**config.mk**
```make
export PLATFORM = sky130hd
export DESIGN_NAME = source_text_tokenizer
export DESIGN_NICKNAME = d
export VERILOG_FILES = /design/src/sv/stt_pkg.sv /design/src/sv/source_text_tokenizer.sv /design/src/sv/stt_core.sv /design/src/sv/stt_outq.sv
export SDC_FILE = /design/constraint.sdc
export NUM_CORES = 1
export LEC_CHECK = 0
export BUFFER_PORTS_ARGS = -buffer_cell sky130_fd_sc_hd__buf_4
export CORE_MARGIN = 2
export CORE_UTILIZATION = 28
export DETAILED_ROUTE_END_ITERATION = 10
export RECOVER_POWER = 25
export SYNTH_ARGS = -nofsm -noshare
export SYNTH_HDL_FRONTEND = slang
export SYNTH_SLANG_ARGS = --single-unit
```
**constraint.sdc**
```tcl
create_clock -name clk -period 4.82 [get_ports clk]
set_clock_uncertainty 0.2 [all_clocks]
set_input_delay 0.241 -clock clk [delete_from_list [all_inputs] [get_ports clk]]
set_output_delay 0.241 -clock clk [all_outputs]
set_load 0.1 [all_outputs]
```
**src/sv/stt_pkg.sv**
```systemverilog
// ----------------------------------------------------------------------------
// stt_pkg
// Shared types, token kind codes and character class helpers for the
// source text tokenizer.
// ----------------------------------------------------------------------------
package stt_pkg;

    localparam int unsigned MAX_TEXT_LENGTH_DEF = 65536;
    localparam int unsigned OUTQ_DEPTH          = 4;

    localparam logic [3:0] KIND_INT    = 4'd0;
    localparam logic [3:0] KIND_IDENT  = 4'd1;
    localparam logic [3:0] KIND_RETURN = 4'd2;
    localparam logic [3:0] KIND_LBRACE = 4'd3;
    localparam logic [3:0] KIND_RBRACE = 4'd4;
    localparam logic [3:0] KIND_LPAREN = 4'd5;
    localparam logic [3:0] KIND_RPAREN = 4'd6;
    localparam logic [3:0] KIND_SEMI   = 4'd7;
    localparam logic [3:0] KIND_MINUS  = 4'd8;
    localparam logic [3:0] KIND_TILDE  = 4'd9;
    localparam logic [3:0] KIND_BANG   = 4'd10;
    localparam logic [3:0] KIND_PLUS   = 4'd11;
    localparam logic [3:0] KIND_STAR   = 4'd12;
    localparam logic [3:0] KIND_SLASH  = 4'd13;
    localparam logic [3:0] KIND_EOF    = 4'd14;
    localparam logic [3:0] KIND_ERROR  = 4'd15;

    localparam logic [2:0] KEYWORD_LEN = 3'd6;

    typedef struct packed {
        logic [3:0]  kind;
        logic [63:0] int_value;
        logic [15:0] ident_offset;
        logic [15:0] ident_length;
        logic [15:0] line_number;
        logic        last;
    } result_t;

    // Up to two results produced by one input byte, already compacted:
    // when only one exists it sits in slot 0.
    typedef struct packed {
        logic    v0;
        logic    v1;
        result_t r0;
        result_t r1;
    } result_pair_t;

    function automatic logic is_digit(input logic [7:0] c);
        return (c >= 8'h30) && (c <= 8'h39);
    endfunction

    function automatic logic is_letter(input logic [7:0] c);
        return ((c >= 8'h61) && (c <= 8'h7A)) || ((c >= 8'h41) && (c <= 8'h5A))
            || (c == 8'h5F);
    endfunction

    function automatic logic is_space(input logic [7:0] c);
        return (c == 8'h20) || (c == 8'h0A) || (c == 8'h0D) || (c == 8'h09);
    endfunction

    // Punctuator kind, or KIND_INT when the byte is not a punctuator.
    function automatic logic [3:0] punct_kind(input logic [7:0] c);
        logic [3:0] k;
        case (c)
            8'h7B:   k = KIND_LBRACE;
            8'h7D:   k = KIND_RBRACE;
            8'h28:   k = KIND_LPAREN;
            8'h29:   k = KIND_RPAREN;
            8'h3B:   k = KIND_SEMI;
            8'h2D:   k = KIND_MINUS;
            8'h7E:   k = KIND_TILDE;
            8'h21:   k = KIND_BANG;
            8'h2B:   k = KIND_PLUS;
            8'h2A:   k = KIND_STAR;
            8'h2F:   k = KIND_SLASH;
            default: k = KIND_INT;
        endcase
        return k;
    endfunction

    // Characters of the keyword "return" by position.
    function automatic logic [7:0] keyword_char(input logic [2:0] idx);
        logic [7:0] c;
        case (idx)
            3'd0:    c = 8'h72;
            3'd1:    c = 8'h65;
            3'd2:    c = 8'h74;
            3'd3:    c = 8'h75;
            3'd4:    c = 8'h72;
            3'd5:    c = 8'h6E;
            default: c = 8'h00;
        endcase
        return c;
    endfunction

endpackage

```
**src/sv/source_text_tokenizer.sv**
```systemverilog
// ----------------------------------------------------------------------------
// source_text_tokenizer
// Byte-at-a-time lexer: integers, identifiers, the keyword return,
// punctuators, end of text and error tokens.
// ----------------------------------------------------------------------------
//
//  Channel  Direction  Payload
//  -------  ---------  ---------------------------------------------------------
//  s_*      in         tdata: ch; tlast: end_of_text
//  m_*      out        tdata: int_value, ident_offset, ident_length,
//                      line_number; tuser: kind; tlast: last of a byte's results
//
// One byte transaction is taken per cycle while the queue has room. Each
// byte updates the scanner state in the cycle it is accepted and pushes
// zero, one or two tokens into a four-entry result queue; tokens leave the
// queue at one per cycle while m_tready is high. The input side stalls only
// while fewer than two queue entries are free, so the output rate of one
// token per cycle sets the throughput. Reset (asynchronous, active low)
// returns the scanner to line 1, offset 0.
module source_text_tokenizer #(
    parameter int unsigned MAX_TEXT_LENGTH = stt_pkg::MAX_TEXT_LENGTH_DEF
) (
    input  logic         clk,
    input  logic         rst_n,

    input  logic         s_tvalid,
    output logic         s_tready,
    input  logic [7:0]   s_tdata,   // [7:0] ch
    input  logic         s_tlast,   // end_of_text

    output logic         m_tvalid,
    input  logic         m_tready,
    output logic [111:0] m_tdata,   // [63:0] int_value, [79:64] ident_offset,
                                    // [95:80] ident_length, [111:96] line_number
    output logic [3:0]   m_tuser,   // [3:0] kind
    output logic         m_tlast    // last token caused by an input transaction
);
    import stt_pkg::*;

    logic         step;
    logic         room;
    result_pair_t results;
    result_t      head;

    // A transaction is taken whenever the queue can absorb its worst case.
    assign s_tready = room;
    assign step     = s_tvalid && room;

    stt_core #(
        .MAX_TEXT_LENGTH (MAX_TEXT_LENGTH)
    ) u_core (
        .clk         (clk),
        .rst_n       (rst_n),
        .step        (step),
        .ch          (s_tdata),
        .end_of_text (s_tlast),
        .results     (results)
    );

    stt_outq u_outq (
        .clk        (clk),
        .rst_n      (rst_n),
        .wr         (results),
        .room       (room),
        .head       (head),
        .head_valid (m_tvalid),
        .pop_ready  (m_tready)
    );

    // Pack the queue head onto the master stream.
    assign m_tdata = {head.line_number, head.ident_length, head.ident_offset,
                      head.int_value};
    assign m_tuser = head.kind;
    assign m_tlast = head.last;

endmodule

```
**src/sv/stt_core.sv**
```systemverilog
// ----------------------------------------------------------------------------
// stt_core
// Scanner state and the per-byte update; emits up to two results per byte.
// ----------------------------------------------------------------------------
module stt_core #(
    parameter int unsigned MAX_TEXT_LENGTH = stt_pkg::MAX_TEXT_LENGTH_DEF
) (
    input  logic                 clk,
    input  logic                 rst_n,
    input  logic                 step,
    input  logic [7:0]           ch,
    input  logic                 end_of_text,
    output stt_pkg::result_pair_t results
);
    import stt_pkg::*;

    localparam int unsigned POS_W = $clog2(MAX_TEXT_LENGTH);

    localparam logic [1:0] MODE_IDLE  = 2'd0;
    localparam logic [1:0] MODE_INT   = 2'd1;
    localparam logic [1:0] MODE_IDENT = 2'd2;
    localparam logic [1:0] MODE_ERROR = 2'd3;

    logic [1:0]       mode_reg, mode_next;
    logic [63:0]      acc_reg, acc_next;
    logic [POS_W-1:0] pos_reg, pos_next;
    logic [POS_W-1:0] start_reg, start_next;
    logic [2:0]       kw_prog_reg, kw_prog_next;
    logic             kw_alive_reg, kw_alive_next;
    logic [15:0]      line_reg, line_next;

    logic [POS_W-1:0]  pos_inc;
    logic [POS_W:0]    diff;
    logic [POS_W:0]    diff_wrap;
    logic [POS_W-1:0]  ident_len;
    logic [POS_W+15:0] len_ext;
    logic [POS_W+15:0] start_ext;
    logic              kw_match;
    logic              kw_first;
    logic              is_return;
    logic              take_new;
    logic              flush_v;
    logic              second_v;
    result_t           flush_res;
    result_t           second_res;

    assign pos_inc = (pos_reg == POS_W'(MAX_TEXT_LENGTH - 1)) ? '0 : pos_reg + 1'b1;

    // Identifier length, taken modulo the text length.
    assign diff      = {1'b0, pos_reg} - {1'b0, start_reg};
    assign diff_wrap = diff + (POS_W + 1)'(MAX_TEXT_LENGTH);
    assign ident_len = (pos_reg >= start_reg) ? diff[POS_W-1:0] : diff_wrap[POS_W-1:0];
    assign len_ext   = {16'b0, ident_len};
    assign start_ext = {16'b0, start_reg};

    assign kw_match  = kw_alive_reg && (kw_prog_reg < KEYWORD_LEN)
                    && (ch == keyword_char(kw_prog_reg));
    assign kw_first  = (ch == keyword_char(3'd0));
    assign is_return = kw_alive_reg && (kw_prog_reg == KEYWORD_LEN);

    always_comb
    begin
        flush_res              = '0;
        flush_res.line_number  = line_reg;
        if (mode_reg == MODE_INT)
        begin
            flush_res.kind      = KIND_INT;
            flush_res.int_value = acc_reg;
        end
        else if (is_return)
        begin
            flush_res.kind = KIND_RETURN;
        end
        else
        begin
            flush_res.kind         = KIND_IDENT;
            flush_res.ident_offset = start_ext[15:0];
            flush_res.ident_length = len_ext[15:0];
        end
    end

    always_comb
    begin
        mode_next     = mode_reg;
        acc_next      = acc_reg;
        pos_next      = pos_reg;
        start_next    = start_reg;
        kw_prog_next  = kw_prog_reg;
        kw_alive_next = kw_alive_reg;
        line_next     = line_reg;
        take_new      = 1'b0;
        flush_v       = 1'b0;
        second_v      = 1'b0;
        second_res             = '0;
        second_res.line_number = line_reg;

        if (step)
        begin
            if (end_of_text)
            begin
                flush_v         = (mode_reg == MODE_INT) || (mode_reg == MODE_IDENT);
                second_v        = 1'b1;
                second_res.kind = KIND_EOF;
                mode_next       = MODE_IDLE;
                acc_next        = '0;
                pos_next        = '0;
                start_next      = '0;
                kw_prog_next    = '0;
                kw_alive_next   = 1'b1;
                line_next       = 16'd1;
            end
            else
            begin
                case (mode_reg)
                    MODE_INT:
                    begin
                        if (is_digit(ch))
                        begin
                            acc_next = {acc_reg[60:0], 3'b000} + {acc_reg[62:0], 1'b0}
                                     + {60'd0, ch[3:0]};
                            pos_next = pos_inc;
                        end
                        else
                        begin
                            flush_v  = 1'b1;
                            take_new = 1'b1;
                        end
                    end
                    MODE_IDENT:
                    begin
                        if (is_letter(ch) || is_digit(ch))
                        begin
                            if (kw_match)
                                kw_prog_next = kw_prog_reg + 3'd1;
                            else
                                kw_alive_next = 1'b0;
                            pos_next = pos_inc;
                        end
                        else
                        begin
                            flush_v  = 1'b1;
                            take_new = 1'b1;
                        end
                    end
                    MODE_IDLE:
                    begin
                        take_new = 1'b1;
                    end
                    default:
                    begin
                        // Error mode swallows everything until the end marker.
                    end
                endcase

                if (take_new)
                begin
                    mode_next = MODE_IDLE;
                    pos_next  = pos_inc;
                    if (is_space(ch))
                    begin
                        if ((ch == 8'h0A) && (line_reg != 16'hFFFF))
                            line_next = line_reg + 16'd1;
                    end
                    else if (is_digit(ch))
                    begin
                        mode_next = MODE_INT;
                        acc_next  = {60'd0, ch[3:0]};
                    end
                    else if (is_letter(ch))
                    begin
                        mode_next     = MODE_IDENT;
                        start_next    = pos_reg;
                        kw_prog_next  = kw_first ? 3'd1 : 3'd0;
                        kw_alive_next = kw_first;
                    end
                    else
                    begin
                        second_v = 1'b1;
                        if (punct_kind(ch) != KIND_INT)
                        begin
                            second_res.kind = punct_kind(ch);
                        end
                        else
                        begin
                            second_res.kind = KIND_ERROR;
                            mode_next       = MODE_ERROR;
                        end
                    end
                end
            end
        end
    end

    always_comb
    begin
        results.v0      = flush_v || second_v;
        results.v1      = flush_v && second_v;
        results.r0      = flush_v ? flush_res : second_res;
        results.r0.last = !(flush_v && second_v);
        results.r1      = second_res;
        results.r1.last = 1'b1;
    end

    always_ff @(posedge clk or negedge rst_n)
    begin
        if (!rst_n)
        begin
            mode_reg     <= MODE_IDLE;
            acc_reg      <= '0;
            pos_reg      <= '0;
            start_reg    <= '0;
            kw_prog_reg  <= '0;
            kw_alive_reg <= 1'b1;
            line_reg     <= 16'd1;
        end
        else
        begin
            mode_reg     <= mode_next;
            acc_reg      <= acc_next;
            pos_reg      <= pos_next;
            start_reg    <= start_next;
            kw_prog_reg  <= kw_prog_next;
            kw_alive_reg <= kw_alive_next;
            line_reg     <= line_next;
        end
    end

endmodule

```
**src/sv/stt_outq.sv**
```systemverilog
// ----------------------------------------------------------------------------
// stt_outq
// Small result queue: takes up to two results per cycle, hands out one while pop_ready is high.
// ----------------------------------------------------------------------------
module stt_outq (
    input  logic                  clk,
    input  logic                  rst_n,
    input  stt_pkg::result_pair_t wr,
    output logic                  room,
    output stt_pkg::result_t      head,
    output logic                  head_valid,
    input  logic                  pop_ready
);
    import stt_pkg::*;

    localparam int unsigned QW = $clog2(OUTQ_DEPTH);

    result_t       mem [OUTQ_DEPTH];
    logic [QW-1:0] wr_ptr_reg, wr_ptr_next;
    logic [QW-1:0] rd_ptr_reg, rd_ptr_next;
    logic [QW:0]   count_reg, count_next;
    logic          pop;

    assign head_valid = (count_reg != '0);
    assign head       = mem[rd_ptr_reg];
    assign pop        = head_valid && pop_ready;
    // Accept only with room for the worst case of two results.
    assign room       = (count_reg <= (QW + 1)'(OUTQ_DEPTH - 2));

    always_comb
    begin
        wr_ptr_next = wr_ptr_reg + {{(QW - 1){1'b0}}, wr.v0} + {{(QW - 1){1'b0}}, wr.v1};
        rd_ptr_next = rd_ptr_reg + {{(QW - 1){1'b0}}, pop};
        count_next  = count_reg + {{QW{1'b0}}, wr.v0} + {{QW{1'b0}}, wr.v1}
                    - {{QW{1'b0}}, pop};
    end

    always_ff @(posedge clk)
    begin
        if (wr.v0)
            mem[wr_ptr_reg] <= wr.r0;
        if (wr.v1)
            mem[wr_ptr_reg + 1'b1] <= wr.r1;
    end

    always_ff @(posedge clk or negedge rst_n)
    begin
        if (!rst_n)
        begin
            wr_ptr_reg <= '0;
            rd_ptr_reg <= '0;
            count_reg  <= '0;
        end
        else
        begin
            wr_ptr_reg <= wr_ptr_next;
            rd_ptr_reg <= rd_ptr_next;
            count_reg  <= count_next;
        end
    end

endmodule

```
==> qor.csv <==
stage,metric,value,unit
die,die_width,329,µm
clocking,max-clock-path-buffers,3,
synth,synth_fp_nets,2965,
die,die-area,0.108,mm²
min_path,min_path_cells,5,
clocking,cts_hold_repair.buffers,4,
grt,antenna_violations_before_repair,3,
routing,wl_met2,40.2,mm
power_and_ir_drop,power_density,475,mW/mm²
synth,synth_area,0.0295,mm²
status,violations,"max-capacitance violations, max-slew violations",
routing,postRouteAntennaNets,0,
clocking,postCtsSetupBuffers,0,
place,gp_routability_congestion,0.858,
place,placed_area,0.0318,mm²
sta,min_period_over_period,0.888,
final_layout,regArea,0.0133,mm²
grt,grtUsageTotal,0.151,
synth,post_synthesis_register_bit_count,593,
power_and_ir_drop,power.static_leakage,0.0130,µW
critical_path,criticalPathCategory,reg2out,
clocking,insertion_delay,0.62,ns
clocking,clkTransAtPathRegs,0.06,ns
critical_path,critPathMaxFanout,35,
sta,setup_total_negative_slack,0,ns
final_layout,multiInputGateArea,0.0151,mm²
place,dp.final_hpwl,54.6,mm
routing,via_count,22437,
critical_path,worst_path_arrival,3.84,ns
sta,post-route-min-period,4.28,ns
synth,synth.yosys.seq_area_share,0.451,
grt,largest_net_degree_at_the_start_of_global_routing,101,
critical_path,r2r_end,u_core.acc_reg[58],
sta,maxSlewViolCount,163,
synth,number_of_enable_type_register_cells_in_the_synthesized_netlist,80,
clocking,clock_buffers_created_by_tritoncts,67,
final_layout,layout_common_cells,"388 x sky130_fd_sc_hd__dfxtp_1, 255 x sky130_fd_sc_hd__nand2_1, 163 x sky130_fd_sc_hd__o21ai_0",
final_layout,syn2layout_area_growth,14.9,%
synth,yosysUniqueCellTypes,92,
final_layout,n_fill_cell,10671,
critical_path,crit_path_launch_type,flop,
grt,first_global_vias,22032,
sta,timing.final.setup_violations,0,
routing,detail_route.wirelength.met1,37.8,mm
critical_path,worst-r2r-cell-count,12,
routing,routed-wl-met3,3.91,mm
min_path,min_from,s_tdata[2],
sta,maxSlewHeadroom,-0.682,
die,io-pin-count,132,
clocking,clkSinkCount,593,
final_layout,drive_above_1_share,0.132,
critical_path,timing.reg2reg.setup_slack,0.73,ns
routing,drc_errors,0,
sta,grt_setup_unrepaired,no,
routing,iteration_0_drc_markers,1505,
run,max-cap-violations,2,
synth,netlist_instances,2795,
synth,synth_async_sr_flop_share,0.211,
place,portBuffers,131,
die,placeableCoreArea,0.105,mm²
final_layout,final_common_cell,sky130_fd_sc_hd__dfxtp_1,
power_and_ir_drop,peak_supply_drop,708,µV
clocking,cts_tree,done,
min_path,hold_path.class,in2reg,
critical_path,rr_startpoint,u_core.acc_reg[2],
routing,drt_pre_antenna_iters,5,
final_layout,largest_register_ff_count,468,
status,outcome,finished with violations,
die,placementRows,119,
synth,yosys_most_used_dff,sky130_fd_sc_hd__dfxtp_1,
sta,tightestPinTransition,2.52,ns
critical_path,critPathCaptureType,output pin,
clocking,cts-htree-levels,3,
routing,wl_per_cell,19.4,µm
sta,achievable-frequency,234,MHz
final_layout,num-nets-final,3009,
min_path,min_to,u_core.kw_alive_reg,
routing,postRouteWirelength,83.3,mm
clocking,post_cts_resize_count,0,
routing,top_layer_used,met5,
sta,timing.final.hold_violations,0,
routing,avgViaCountPerCell,5.24,
synth,synth_area_per_cell,10.6,µm²
critical_path,critical_path_required,4.38,ns
die,initial_utilization,0.281,
grt,global_route.overflow_total,0,
final_layout,post-route-cell-area,0.0339,mm²
grt,grt_pass1_wl,130,mm
synth,synth_warnings,0,
clocking,clock_root_buffer,sky130_fd_sc_hd__clkbuf_16,
die,dieHeight,329,µm
[worst max-delay path: stages (launching register included)]
cell	delay, ns
sky130_fd_sc_hd__dfrtp_4	0.93
sky130_fd_sc_hd__clkbuf_2	0.97
sky130_fd_sc_hd__mux4_2	0.38
sky130_fd_sc_hd__clkbuf_1	0.89
[logic make-up after synthesis]
logic type | share of synthesized area
AOI/OAI and AO/OA | 0.210
xor gates and xnor gates | 0.0255
adders and majority gates | 0.0681
buffers and inverters | 0.0408
DFF | 0.451
muxes | 0.0921
and+or+nand+nor | 0.113
[where the power goes]
group          switching, µW  leakage, µW  internal, µW  total, µW
sequential               334      0.00556          5410       5740
combinational           3710      0.00629          1370       5080
clock                   2120      0.00112          3140       5270
total                   6170       0.0130          9920      16100
[layout make-up]
cell class	count	area share
Tap cell	1391	0.0514
Antenna cell	1	0.0000738
Inverter	73	0.00808
Clock inverter	19	0.00764
Multi-Input combinational cell	1927	0.444
Timing Repair Buffer	177	0.0363
Clock buffer	103	0.0598
Sequential cell	593	0.393
[Yosys cell counts, drive strengths merged, types with 18 or more instances]
cell type,count,area share
a22o,122,0.036
o2bb2ai,158,0.047
a21o,38,0.0099
o21ai,197,0.034
and3,20,0.0042
dfxtp,388,0.26
nor2b,38,0.0081
o21bai,18,0.0046
buf,89,0.017
nand4,29,0.0062
inv,72,0.0092
nand3,123,0.021
o31ai,23,0.0060
dfrtp,123,0.10
nor3,35,0.0064
o21a,20,0.0051
clkbuf,113,0.014
nor2,124,0.016
a32o,37,0.013
nand2,259,0.033
edfxtp,80,0.081
xor2,40,0.012
xnor2,46,0.014
ha,151,0.064
and2,40,0.0085
mux4,117,0.089
a21oi,119,0.021
[metrics by stage]
step                power [µW]  std cells  setup WS, ns   util  hold WS, ns
floorplan                 9620       2795         0.677      -       -0.255
global placement         11100       4157         0.790  0.304        0.223
detailed placement       11100       4157         0.767  0.304        0.233
CTS                      16400       4283         0.741  0.326      0.00603
global route             16800       4284         0.342  0.323       0.0647
finish                   16100       4284         0.539  0.323       0.0557
[worst max-delay path by stage]
| stage | startpoint | slack [ns] | end | cells past startpoint |
|---|---|---|---|---|
| final | u_outq.rd_ptr_reg[0] | 0.54 | m_tdata[35] | 3 |
| after global routing | u_outq.rd_ptr_reg[0] | 0.34 | m_tdata[46] | 3 |
| after CTS | u_core.acc_reg[0] | 0.74 | u_core.acc_reg[58] | 12 |
| after detailed placement | s_tdata[3] | 0.77 | u_core.acc_reg[58] | 13 |
| after global placement | s_tdata[3] | 0.79 | u_core.acc_reg[60] | 13 |
| after floorplan | u_outq.count_reg[1] | 0.68 | u_outq.count_reg[2] | 13 |
[per-layer routing]
metal | track usage | vias to the layer above
li1 | - | 10641
met1 | 0.202 | 11202
met2 | 0.255 | 500
met3 | 0.0235 | 92
met4 | 0.0361 | 2
met5 | 0 | -
No activity file was read; power rests on OpenSTA's default activity.
